<file path="src/rtl/assert_macros.svh">
// Assertion macros used by the echo top level.
// Depends on nothing; included by the top level.
`ifndef ASSERT_MACROS_SVH
`define ASSERT_MACROS_SVH
// Implication checked on every rising clock edge outside reset.
`define CHK_IMPL(label, clk, rst_n, ante, cons) \
    label: assert property (@(posedge clk) disable iff (!rst_n) (ante) |-> (cons)) \
        else $error("check failed");
// Next-cycle implication.
`define CHK_NEXT(label, clk, rst_n, ante, cons) \
    label: assert property (@(posedge clk) disable iff (!rst_n) (ante) |=> (cons)) \
        else $error("check failed");
`endif

</file>
<file path="src/rtl/sfe_pkg.sv">
// Types and constants of the stereo feedback echo.
// Depends on nothing.
`timescale 1ns / 1ps
package sfe_pkg;
    localparam int RAMP_ONE    = 16777216;
    localparam int TIME_MIN_Q8 = 256;
    localparam int TIME_MAX_Q8 = 512000;
    localparam int GAIN_ONE    = 65536;

    localparam logic [1:0] CFG_RAMP_INC = 2'd0;
    localparam logic [1:0] CFG_SPMS     = 2'd1;
    localparam logic [1:0] CFG_BUF_LEN  = 2'd2;

    localparam logic OP_SAMPLE = 1'b0;
    localparam logic OP_PARAM  = 1'b1;

    localparam logic [1:0] SEL_TIME = 2'd0;
    localparam logic [1:0] SEL_FB   = 2'd1;
    localparam logic [1:0] SEL_MIX  = 2'd2;

    // Channel lane step codes issued by the sequencer.
    localparam logic [2:0] STEP_IDLE   = 3'd0;
    localparam logic [2:0] STEP_INTERP = 3'd1;
    localparam logic [2:0] STEP_MIX    = 3'd2;
    localparam logic [2:0] STEP_DONE   = 3'd3;

    typedef struct packed {
        logic              opcode;
        logic signed [23:0] left_in;
        logic signed [23:0] right_in;
        logic [1:0]        param_select;
        logic [18:0]       param_value;
    } in_item_t;

    typedef struct packed {
        logic signed [23:0] left_out;
        logic signed [23:0] right_out;
    } out_item_t;

    // Ramp step command from the top to the ramp lanes.
    typedef struct packed {
        logic        advance;
        logic        load;
        logic [18:0] load_value;
    } ramp_ctl_t;

    function automatic logic signed [23:0] sat24(input logic signed [47:0] x);
        if (x > 48'sd8388607)
            sat24 = 24'sh7FFFFF;
        else if (x < -48'sd8388608)
            sat24 = 24'sh800000;
        else
            sat24 = x[23:0];
    endfunction
endpackage

</file>
<file path="src/rtl/sfe_chan.sv">
// One audio channel lane: interpolate echo, mix, and compute store value.
// Depends on sfe_pkg. Steps driven by the top-level sequencer.
`timescale 1ns / 1ps
module sfe_chan import sfe_pkg::*; (
    input  logic               clk,
    input  logic [2:0]         step,
    input  logic signed [23:0] a,
    input  logic signed [23:0] b,
    input  logic [7:0]         df,
    input  logic signed [23:0] x,
    input  logic [16:0]        mix,
    input  logic [16:0]        fb,
    output logic signed [23:0] y,
    output logic signed [23:0] store
);
    logic signed [33:0] interp_reg;
    logic signed [42:0] wet_reg, dry_reg, fbp_reg;
    logic signed [23:0] echo;
    logic signed [47:0] outsum, stsum;

    assign echo   = interp_reg[31:8];
    assign outsum = 48'(wet_reg + dry_reg) >>> 16;
    assign stsum  = 48'(x) + 48'(fbp_reg >>> 16);

    // Run the lane arithmetic one registered stage per step.
    always_ff @(posedge clk)
    begin
        case (step)
            STEP_INTERP:
                interp_reg <= 34'(a * $signed({1'b0, df})
                              + b * $signed(10'd256 - {2'b0, df}));
            STEP_MIX:
            begin
                wet_reg <= 43'(echo * $signed({1'b0, mix}));
                dry_reg <= 43'(x * $signed(18'(GAIN_ONE) - {1'b0, mix}));
                fbp_reg <= 43'(echo * $signed({1'b0, fb}));
            end
            STEP_DONE:
            begin
                y     <= sat24(outsum);
                store <= sat24(stsum);
            end
            default: ;
        endcase
    end
endmodule

</file>
<file path="config.mk">
export PLATFORM = sky130hd
export DESIGN_NAME = sfe_chan
export DESIGN_NICKNAME = d
export VERILOG_FILES = /design/src/rtl/assert_macros.svh /design/src/rtl/sfe_pkg.sv /design/src/rtl/sfe_chan.sv
export SDC_FILE = /design/constraint.sdc
export NUM_CORES = 2
export LEC_CHECK = 0
export BUFFER_PORTS_ARGS = -buffer_cell sky130_fd_sc_hd__clkbuf_2
export CAP_MARGIN = 10
export CORE_ASPECT_RATIO = 1.75
export CORE_MARGIN = 2
export CORE_UTILIZATION = 50
export DETAILED_ROUTE_END_ITERATION = 12
export GPL_TIMING_DRIVEN = 0
export PLACE_DENSITY = 0.69
export SLEW_MARGIN = 0
export SYNTH_ARGS = -nofsm -noshare
export SYNTH_HDL_FRONTEND = slang
export SYNTH_SLANG_ARGS = --single-unit
</file>
<file path="constraint.sdc">
create_clock -name clk -period 15 [get_ports clk]
set_input_delay 3.75 -clock clk [delete_from_list [all_inputs] [get_ports clk]]
set_output_delay 3.75 -clock clk [all_outputs]
set_load 0.05 [all_outputs]
</file>
==> metrics.yaml <==
floorplanning:
  rows: 176
  dieWidth_um: 279
  pin_count: 166
  start_util_pct: 50.3
  dieArea_um2: 135000
  die_h_um: 485
  core_area_um2: 131000
layout:
  area_delta_synth_final_pct: 5.63
  nets: 9387
  fin_cells: 8903
  design_area_um2: 69800
  final_layout_size_suffix_gt1_share_pct: 3.35
  fin_util_pct: 53.2
  fill_cells: 12000
sta:
  maxSlewHeadroom_pct: 5.38
  hold_viol: 0
  fin_setup_tns_ns: 0
  fin_skew_ns: 0.0223
  drv_slew: 0
  finalCritPeriodShare_pct: 97.6
  setup_viol: 0
  max_freq_ghz: 0.0683
  rsz0062_at_grt: "no"
  max_slew.worst_pin.slew_ns: 1.41
  fin_crit_ns: 14.64
clocking:
  cts_resized: 0
  cts_buffer_depth: 2
  cts_htree_levels: 4
  cts_setup_buffers: 0
  cts_tree: "done"
  clock_sinks: 182
  cts_hold_buffers: 0
  root_buffer: "clkbuf_16"
  cts_buffers: 17
  cts.clk_slew.worst_paths_ns: 0.09
  clock_latency_ns: 0.56
critical_path:
  startpoint_type: "input port"
  critPathCaptureType: "flip-flop"
  setup.worst_path.class: "input port to flip-flop"
  crit_required_ns: 15.18
  path_max_fanout: 10
  worst_path_max_delay_cell: "xnor2_1"
  critical-path-top-cell-by-count: "fa_1"
  crit_arrival_ns: 14.82
  cp_top_family: "adder cells"
  crit_buf_inv: 8
  slowest_delay_ns: 1.08
run:
  drv_cap: 0
yosys:
  synth_edf_count: 182
  yosysWarnings: 0
  synth_area_leaders: "fa_1 49%, inv_1 9.7%, ha_1 9.1%"
  syn_inst: 7006
  yosysTopAreaCellShare_pct: 48.5
  yosysTopAreaCell: "fa_1"
  syn_area_um2: 66100
  synth.distinct_cells: 83
  synth_seq_cells: 182
  syn_nets: 9209
  synth.top_cells.by_count: "1707 x inv_1, 1602 x fa_1, 1047 x nand2_1"
  yosysSeqAreaShare_pct: 8.27
  synthArstFlopShare_pct: 0
  avgSynthCellArea_um2: 9.43
  synth.most_common_cell: "inv_1"
  synth_top_flop_cell: "edfxtp_1"
placed_design:
  dpl.cell_count: 8855
  placed_cell_area_um2: 69100
  dpl.hpwl_um: 179000
  place.gp.congestion: 1.02
  io_buffer_count: 143
routing:
  wl_per_cell_um: 23.1
  vias: 49000
  drc: 0
  wl_um: 205000
  drt-vias-per-instance: 5.51
  ant_nets: 0
  drtPass1Iterations: 6
  drt_iter0_markers: 2302
grt:
  grt_overflow: 0
  grt_pass1_vias: 55300
  grtUsageTotal_pct: 31.7
  grt_max_degree: 26
  antenna_found_initial: 35
  grt_pass1_wl_um: 315000
outcome:
  status: "complete, no violations"
min_path:
  min_path_type: "flip-flop to flip-flop"
[through the flow]
| step | hold WS [ns] | setup slack [ns] |
|---|---|---|
| global placement | 0.781 | -1.24 |
| global route | 0.843 | 0.251 |
| detailed placement | 0.776 | 0.0425 |
| floorplan | 0.656 | 2.50 |
| finish | 0.783 | 0.360 |
| CTS | 0.800 | 0.588 |
[cell usage in the layout (no fill, tap or decap), types with 64 or more instances in the layout]
master	instances
a21o_1	80
a21oi_1	136
and2_1	660
clkbuf_1	242
clkbuf_2	143
edfxtp_1	182
fa_1	1602
ha_1	483
inv_1	1707
nand2_1	1047
nor2_1	121
o21ai_0	64
xnor2_1	151
[area by class of cell]
type	instances	area (um2)	area share, %
clock buffer	17	425	0.610
multi-input combinational	4832	53100	76.1
buffer	285	1110	1.58
sequential	182	5470	7.83
timing repair buffer	159	905	1.30
inverter	1707	6410	9.18
antenna	15	37.5	0.0538
tap	1691	2120	3.03
clock inverter	15	220	0.316
[worst reg2reg max path: cells and delay by family, from the launching register on]
family          cells  cell delay [ns]
xor+xnor            1             0.23
flops               1             0.49
simple gates        2             0.34
buf+inv             6             1.11
fa+ha+maj           7             3.35
compound gates      8             2.06
[worst paths after layout]
check	from	to	slack (ns)	cells after the start
max reg2reg	interp_reg[19]	wet_reg[40]	7.18	24
min reg2reg	fbp_reg[16]	store[0]	0.78	3
max	mix[0]	dry_reg[40]	0.36	29
min	fbp_reg[16]	store[0]	0.78	3
[metal layers]
layer,part of all wire [%],track usage (%)
met5,0.076,0
met4,12,31.4
met3,5.0,5.54
met2,53,58.7
met1,29,28.2
[cells by family after synthesis]
logic type      Yosys count  synth area share [%]
buf+inv                1992                  11.4
fa+ha+maj              2085                  57.7
flops                   182                  8.27
mux                       1                0.0152
xor+xnor                212                  2.83
compound gates          502                  5.05
simple gates           2032                  14.8
Power is left out: the tool's default activity adds up to more than one toggle a clock period on the data nets, which glitch-free logic cannot reach.
