==> config.mk <==
export PLATFORM = sky130hd
export DESIGN_NAME = sfe_ramp
export DESIGN_NICKNAME = d
export VERILOG_FILES = /design/src/rtl/assert_macros.svh /design/src/rtl/sfe_pkg.sv /design/src/rtl/sfe_ramp.sv
export SDC_FILE = /design/constraint.sdc
export NUM_CORES = 1
export LEC_CHECK = 0
export BUFFER_PORTS_ARGS = -buffer_cell sky130_fd_sc_hd__buf_2
export CORE_ASPECT_RATIO = 1.5
export CORE_MARGIN = 2
export CORE_UTILIZATION = 45
export DETAILED_ROUTE_END_ITERATION = 10
export PLACE_DENSITY = 0.62
export SLEW_MARGIN = 20
export SYNTH_ARGS = -nofsm -noshare
export SYNTH_HDL_FRONTEND = slang
export SYNTH_SLANG_ARGS = --single-unit
==> constraint.sdc <==
create_clock -name clk -period 9.7 [get_ports clk]
set_input_delay 1.455 -clock clk [delete_from_list [all_inputs] [get_ports clk]]
set_output_delay 1.455 -clock clk [all_outputs]
set_load 0.02 [all_outputs]
==> src/rtl/assert_macros.svh <==
// Assertion macros used by the echo top level.
// Depends on nothing; included by the top level.
`ifndef ASSERT_MACROS_SVH
`define ASSERT_MACROS_SVH
// Implication checked on every rising clock edge outside reset.
`define CHK_IMPL(label, clk, rst_n, ante, cons) \
    label: assert property (@(posedge clk) disable iff (!rst_n) (ante) |-> (cons)) \
        else $error("check failed");
// Next-cycle implication.
`define CHK_NEXT(label, clk, rst_n, ante, cons) \
    label: assert property (@(posedge clk) disable iff (!rst_n) (ante) |=> (cons)) \
        else $error("check failed");
`endif

==> src/rtl/sfe_pkg.sv <==
// Types and constants of the stereo feedback echo.
// Depends on nothing.
`timescale 1ns / 1ps
package sfe_pkg;
    localparam int RAMP_ONE    = 16777216;
    localparam int TIME_MIN_Q8 = 256;
    localparam int TIME_MAX_Q8 = 512000;
    localparam int GAIN_ONE    = 65536;

    localparam logic [1:0] CFG_RAMP_INC = 2'd0;
    localparam logic [1:0] CFG_SPMS     = 2'd1;
    localparam logic [1:0] CFG_BUF_LEN  = 2'd2;

    localparam logic OP_SAMPLE = 1'b0;
    localparam logic OP_PARAM  = 1'b1;

    localparam logic [1:0] SEL_TIME = 2'd0;
    localparam logic [1:0] SEL_FB   = 2'd1;
    localparam logic [1:0] SEL_MIX  = 2'd2;

    // Channel lane step codes issued by the sequencer.
    localparam logic [2:0] STEP_IDLE   = 3'd0;
    localparam logic [2:0] STEP_INTERP = 3'd1;
    localparam logic [2:0] STEP_MIX    = 3'd2;
    localparam logic [2:0] STEP_DONE   = 3'd3;

    typedef struct packed {
        logic              opcode;
        logic signed [23:0] left_in;
        logic signed [23:0] right_in;
        logic [1:0]        param_select;
        logic [18:0]       param_value;
    } in_item_t;

    typedef struct packed {
        logic signed [23:0] left_out;
        logic signed [23:0] right_out;
    } out_item_t;

    // Ramp step command from the top to the ramp lanes.
    typedef struct packed {
        logic        advance;
        logic        load;
        logic [18:0] load_value;
    } ramp_ctl_t;

    function automatic logic signed [23:0] sat24(input logic signed [47:0] x);
        if (x > 48'sd8388607)
            sat24 = 24'sh7FFFFF;
        else if (x < -48'sd8388608)
            sat24 = 24'sh800000;
        else
            sat24 = x[23:0];
    endfunction
endpackage

==> src/rtl/sfe_ramp.sv <==
// One parameter ramp lane: linear approach of value to target.
// Depends on sfe_pkg. Multiply is registered before the add.
`timescale 1ns / 1ps
module sfe_ramp import sfe_pkg::*; #(
    parameter logic [18:0] RESET_VALUE = 19'd0
) (
    input  logic        clk,
    input  logic        rst_n,
    input  ramp_ctl_t   ctl,
    input  logic [24:0] ramp_increment,
    output logic [18:0] value,
    output logic        busy
);
    logic [18:0] target_reg, start_reg, value_reg;
    logic [24:0] progress_reg;
    logic        pend_reg;
    logic signed [45:0] prod_reg;
    logic [25:0] pr_sum;
    logic signed [19:0] diff;

    assign pr_sum = {1'b0, progress_reg} + {1'b0, ramp_increment};
    assign diff   = $signed({1'b0, target_reg}) - $signed({1'b0, start_reg});
    assign value  = value_reg;
    assign busy   = pend_reg;

    // Load a new ramp, or advance progress: register the product, then add on the next cycle.
    always_ff @(posedge clk or negedge rst_n)
    begin
        if (!rst_n)
        begin
            target_reg   <= RESET_VALUE;
            start_reg    <= RESET_VALUE;
            value_reg    <= RESET_VALUE;
            progress_reg <= 25'(RAMP_ONE);
            pend_reg     <= 1'b0;
            prod_reg     <= '0;
        end
        else
        begin
            pend_reg <= 1'b0;
            if (ctl.load)
            begin
                start_reg    <= value_reg;
                target_reg   <= ctl.load_value;
                progress_reg <= '0;
            end
            else if (ctl.advance)
            begin
                if (progress_reg >= 25'(RAMP_ONE) || pr_sum >= 26'(RAMP_ONE))
                begin
                    progress_reg <= 25'(RAMP_ONE);
                    value_reg    <= target_reg;
                end
                else
                begin
                    progress_reg <= pr_sum[24:0];
                    prod_reg     <= 46'(diff * $signed({1'b0, pr_sum[24:0]}));
                    pend_reg     <= 1'b1;
                end
            end
            if (pend_reg)
                value_reg <= 19'($signed({1'b0, start_reg}) + 20'(prod_reg >>> 24));
        end
    end
endmodule

==> results.json, run 1 <==
{
  "grt_max_degree": 68,
  "h-tree-depth": 3,
  "path_class": "in2reg",
  "num_vias": 17800,
  "dp_hpwl_um": 58400,
  "endpoint_kind": "flop",
  "reg2regPathDepth": 37,
  "cpPeakStageDelay_ps": 560,
  "synth_area_per_cell_sq_um": 8.96,
  "route.detailed.drc": 0,
  "final_util_pct": 52.3,
  "drt_wl_total_um": 69100,
  "firstDrtPassIters": 5,
  "drt_iter0_markers": 991,
  "cts_tree": "yes",
  "cts_buffer_depth": 2,
  "fp.dieW_um": 185,
  "ant_nets": 0,
  "drive_above_1_share_pct": 15.7,
  "nets": 3380,
  "critical_path_buf_inv_count": 8,
  "setup_violations": 0,
  "crit_top_cell": "fa_1",
  "critical_path.top_delay_family": "adder cells",
  "grt.total_usage_pct": 28.2,
  "skew_ps": 14.8,
  "gr-total-overflow": 0,
  "antenna_cells": 0,
  "synth_edf_count": 0,
  "dieArea_sq_um": 51200,
  "dieHeight_um": 276,
  "grt_pass1_wl_um": 108000,
  "yosys_most_used_dff": "dfrtp_1",
  "cts_buffers": 9,
  "port_buffers": 67,
  "stdcell_area_sq_um": 25500,
  "clock_latency_ps": 370,
  "yosysUniqueCellTypes": 74,
  "finalHoldViolations": 0,
  "min_path_type": "reg2reg",
  "crit_arrival_ps": 9700,
  "crit_slowest_cell": "fa_1",
  "core_area_sq_um": 48700,
  "clk_pin_slew_ps": 90,
  "crit_fanout": 12,
  "post-route-min-period_ps": 9490,
  "cp-start-kind": "primary input",
  "post_dp_cell_area_sq_um": 24800,
  "yosysWarningCount": 0,
  "rsz0062_at_grt": "true",
  "io_pins": 68,
  "antenna_found_initial": 3,
  "post-route-period-util_pct": 97.8,
  "required_ps": 9910,
  "whs_ps": 490,
  "syn_nets": 3160,
  "hold_path_depth": 2,
  "num-fill-cells": 4606,
  "ys_seq_area_share_pct": 11.5,
  "area_growth_pct": 14.8,
  "syn_inst": 2478,
  "rows": 99,
  "status": "finished, final reports clean",
  "via_per_inst": 5.31,
  "wl_per_cell_um": 20.6,
  "initial_core_util_pct": 45.6,
  "maxCapViolations": 0,
  "synthesis.area_sq_um": 22200,
  "async_reset_ff_share_pct": 100,
  "maxSlewViolCount": 0,
  "grt_pass1_vias": 19900,
  "worst_pin_slew_ps": 1150,
  "synth-seq-cells": 102,
  "largest_reg_flops": 25,
  "fmaxAchievable_ghz": 0.105,
  "numClockSinks": 102,
  "relSlewSlack_pct": 22.7,
  "cts_root_buf": "clkbuf_16",
  "crit_cells": 35,
  "routabilityCongestion": 0.947,
  "cts_hold_buf": 0
}
==> timing repair <==
item,4_1_cts,5_1_grt
setup endpoints to repair,1,15
pin swaps,7,35
gates resized for setup,6,50
cloned,0,1
endpoints found under the hold margin,0,0
buffers inserted,3,11
==> cell families after synthesis <==
group,Yosys count,synth area share (%)
and+or+nand+nor,718,14.0
DFF,102,11.5
adders and majority gates,634,49.7
xor gates and xnor gates,95,3.81
muxes,55,2.66
buffers and inverters,604,10.4
AOI/OAI and AO/OA,270,7.90
==> worst reg2reg max path: cells and delay by family (launching register included) <==
kind	cells	cell delay (ps)
adder cells (fa/ha/maj)	10	4480
AO/OA/AOI/OAI	12	2510
flip-flops	1	390
buffers and inverters	7	640
XOR/XNOR	2	330
AND/OR/NAND/NOR	6	790
==> metrics by stage <==
stage	setup TNS, ps	setup WS [ps]	instances
4_1_cts	0	19.2	3348
6_report	0	211	3359
2_1_floorplan	0	89.9	2478
3_3_place_gp	-2650	-283	3329
5_1_grt	-997	-128	3359
3_5_place_dp	-4180	-393	3329
==> cell type report <==
type / instances / area, sq um / area share (%)
Multi-Input combinational cell: 1773 / 17700 / 69.5
Clock buffer: 9 / 225 / 0.884
Sequential cell: 102 / 2550 / 10.0
Timing Repair Buffer: 301 / 2180 / 8.56
Clock inverter: 7 / 77.6 / 0.304
Inverter: 511 / 1920 / 7.53
Tap cell: 656 / 821 / 3.22
==> cell usage after synthesis (all sizes together) (8+ instances only) <==
| master | count | share of area, % |
|---|---|---|
| inv | 509 | 8.6 |
| fa | 413 | 37 |
| nand2 | 385 | 6.5 |
| ha | 221 | 12 |
| nor2 | 178 | 3.0 |
| dfrtp | 101 | 11 |
| o21ai | 100 | 2.3 |
| clkbuf | 77 | 1.3 |
| a21oi | 58 | 1.4 |
| xnor2 | 56 | 2.2 |
| and2 | 52 | 1.5 |
| xor2 | 38 | 1.5 |
| a21o | 36 | 1.2 |
| mux2 | 29 | 1.5 |
| mux2i | 26 | 1.2 |
| nor3 | 22 | 0.56 |
| buf | 16 | 0.46 |
| a211oi | 15 | 0.60 |
| nor2b | 15 | 0.42 |
| nand3 | 14 | 0.32 |
| nand2b | 12 | 0.34 |
| o21bai | 9 | 0.30 |
| and3 | 8 | 0.23 |
| nand4 | 8 | 0.23 |
| o21a | 8 | 0.27 |
| o31ai | 8 | 0.32 |
==> cells in the final DEF (no fill, tap or decap), types with 7 or more instances in the layout <==
cell type	netlist	routed
o21a_1	8	8
a21o_1	36	36
xor2_1	38	33
nor2_1	176	172
nor3_1	19	18
nand2_1	384	380
mux2_1	7	7
and2_1	52	51
a21oi_1	55	50
nand3_1	14	14
ha_1	221	216
fa_1	413	408
nand4_1	8	8
o21bai_1	9	7
mux2_2	21	21
mux2i_1	26	26
clkbuf_16	0	9
nand2b_1	12	12
dfrtp_1	101	101
inv_1	507	506
xnor2_1	56	48
buf_4	3	225
buf_2	7	66
a211oi_2	4	7
o21ai_0	69	66
and3_1	8	8
o21ai_1	30	30
nor2b_1	15	15
a211oi_1	11	8
==> worst paths after layout <==
path                                        start              end  slack, ps
worst max-delay path            ramp_increment[0]     prod_reg[39]        210
worst min-delay path              progress_reg[8]  progress_reg[8]        490
worst max register to register      target_reg[0]     prod_reg[39]        400
worst min register to register    progress_reg[8]  progress_reg[8]        490
max in group asynchronous                   rst_n     prod_reg[36]       7370
min in group asynchronous                   rst_n    target_reg[9]       1020
==> routing by layer <==
layer	track usage, %	part of all wire [%]	vias up
met5	0	0.038	-
met4	21.4	9.3	4
met3	3.20	4.3	262
met2	52.0	53	526
met1	28.5	33	9027
li1	-	-	8018
Power of run 1 is left out: the tool's default activity adds up to more than one toggle a clock period on the data nets, which glitch-free logic cannot reach.
==> run 2: changes to the inputs <==
Settings changed: GPL_ROUTABILITY_DRIVEN set to 1, SLEW_MARGIN 20 to not set.
Clock period 9.7 ns to 9.9 ns, I/O delays scaled along.
==> run 2 against run 1 <==
Against the previous run: global-route usage shrank 0.19 points; sequential share of layout area grew 0.25 points; clock skew grew 2.9 ps.
==> results.json, run 2 (synthesis gave the netlist of run 1 again) <==
{
  "clock_latency_ps": 380,
  "drt_iter0_markers": 985,
  "cp-start-kind": "primary input",
  "required_ps": 10160,
  "cts_buffers": 9,
  "post-place-ws_ps": -253,
  "num_vias": 17700,
  "multi_input_area_sq_um": 17600,
  "cpPeakStageDelay_ps": 550,
  "min_path_type": "reg2reg",
  "num-fill-cells": 4591,
  "nets": 3315,
  "drive_above_1_share_pct": 13.0,
  "setup_slack_ps": 298,
  "status": "finished, final reports clean",
  "maxSlewViolCount": 0,
  "crit_fanout": 8,
  "fp.dieW_um": 185,
  "layout_common_cells": "inv_1, fa_1, nand2_1",
  "via_per_inst": 5.37,
  "post-route-period-util_pct": 97.0,
  "relSlewSlack_pct": 18.6,
  "rows": 99,
  "wl_per_cell_um": 20.7,
  "register_area_sq_um": 2550,
  "grt_pass1_vias": 19800,
  "whs_ps": 493,
  "clk_pin_slew_ps": 90,
  "final_util_pct": 51.1,
  "numClockSinks": 102,
  "path_class": "in2reg",
  "grt_pass1_wl_um": 108000,
  "dp_hpwl_um": 57300,
  "endpoint_kind": "flop",
  "post-route-min-period_ps": 9600,
  "largest_reg_flops": 25,
  "crit_top_cell": "fa_1",
  "setup_violations": 0,
  "post_dp_cell_area_sq_um": 24400,
  "grt.total_usage_pct": 28.0,
  "ant_nets": 0,
  "crit_arrival_ps": 9860,
  "rsz0062_at_grt": "false",
  "grt_max_degree": 60,
  "initial_core_util_pct": 45.6,
  "routabilityCongestion": 0.967,
  "cts_hold_buf": 0,
  "cts_buffer_depth": 2,
  "maxCapViolations": 0,
  "h-tree-depth": 3,
  "dieHeight_um": 276,
  "cts_root_buf": "clkbuf_16",
  "stdcell_area_sq_um": 24900,
  "port_buffers": 67,
  "crit_slowest_cell": "fa_1",
  "worst_pin_slew_ps": 1220,
  "skew_ps": 17.7,
  "antenna_found_initial": 0,
  "dieArea_sq_um": 51200,
  "final_common_cell": "inv_1",
  "firstDrtPassIters": 6,
  "drt_wl_total_um": 68300,
  "cts_tree": "yes",
  "area_growth_pct": 11.9,
  "route.detailed.drc": 0,
  "core_area_sq_um": 48700,
  "gr-total-overflow": 0,
  "finalHoldViolations": 0,
  "io_pins": 68,
  "fmaxAchievable_ghz": 0.104
}
[run 2: area by class of cell]
type,count,share of cell area [%]
multi-input cells,1772,70.6
diodes,1,0.0101
inverters,511,7.72
clock buffers,9,0.906
repair buffers,237,6.81
flip-flops and latches,102,10.3
well taps,656,3.30
clock inverters,7,0.362
[run 2: timing repair]
item | in CTS | in global routing
buffers inserted | 0 | 3
endpoints found under the setup margin | 0 | 14
resized for setup | 0 | 31
[run 2: layer usage]
layer / share of wire (%) / GRT usage, %
met2: 54 / 52.3
met1: 33 / 28.9
met5: 0 / 0
met3: 4.7 / 3.16
met4: 8.2 / 18.7
[run 2: stage by stage]
stage          TNS (ps)  cells
4_1_cts               0   3291
2_1_floorplan         0   2478
6_report              0   3295
5_1_grt               0   3294
3_5_place_dp      -2110   3275
3_3_place_gp       -453   3275
[run 2: final timing paths]
check / from / end / slack, ps / cells past startpoint
setup / recovery: ramp_increment[7] / prod_reg[40] / 300 / 35
hold / removal: prod_reg[24] / prod_reg[24] / 490 / 2
setup reg to reg: target_reg[0] / prod_reg[40] / 430 / 36
hold reg to reg: prod_reg[24] / prod_reg[24] / 490 / 2
max in group asynchronous: rst_n / progress_reg[17] / 7590 / 2
min in group asynchronous: rst_n / busy / 1150 / 1
[run 2: worst max-delay path, delay by kind of cell]
kind / cells / cell delay, ps
multiplexers: 1 / 290
XOR/XNOR: 1 / 90
buffers and inverters: 9 / 880
adder cells (fa/ha/maj): 9 / 4120
AO/OA/AOI/OAI: 9 / 1840
AND/OR/NAND/NOR: 6 / 1130
Power of run 2 is left out for the same reason.
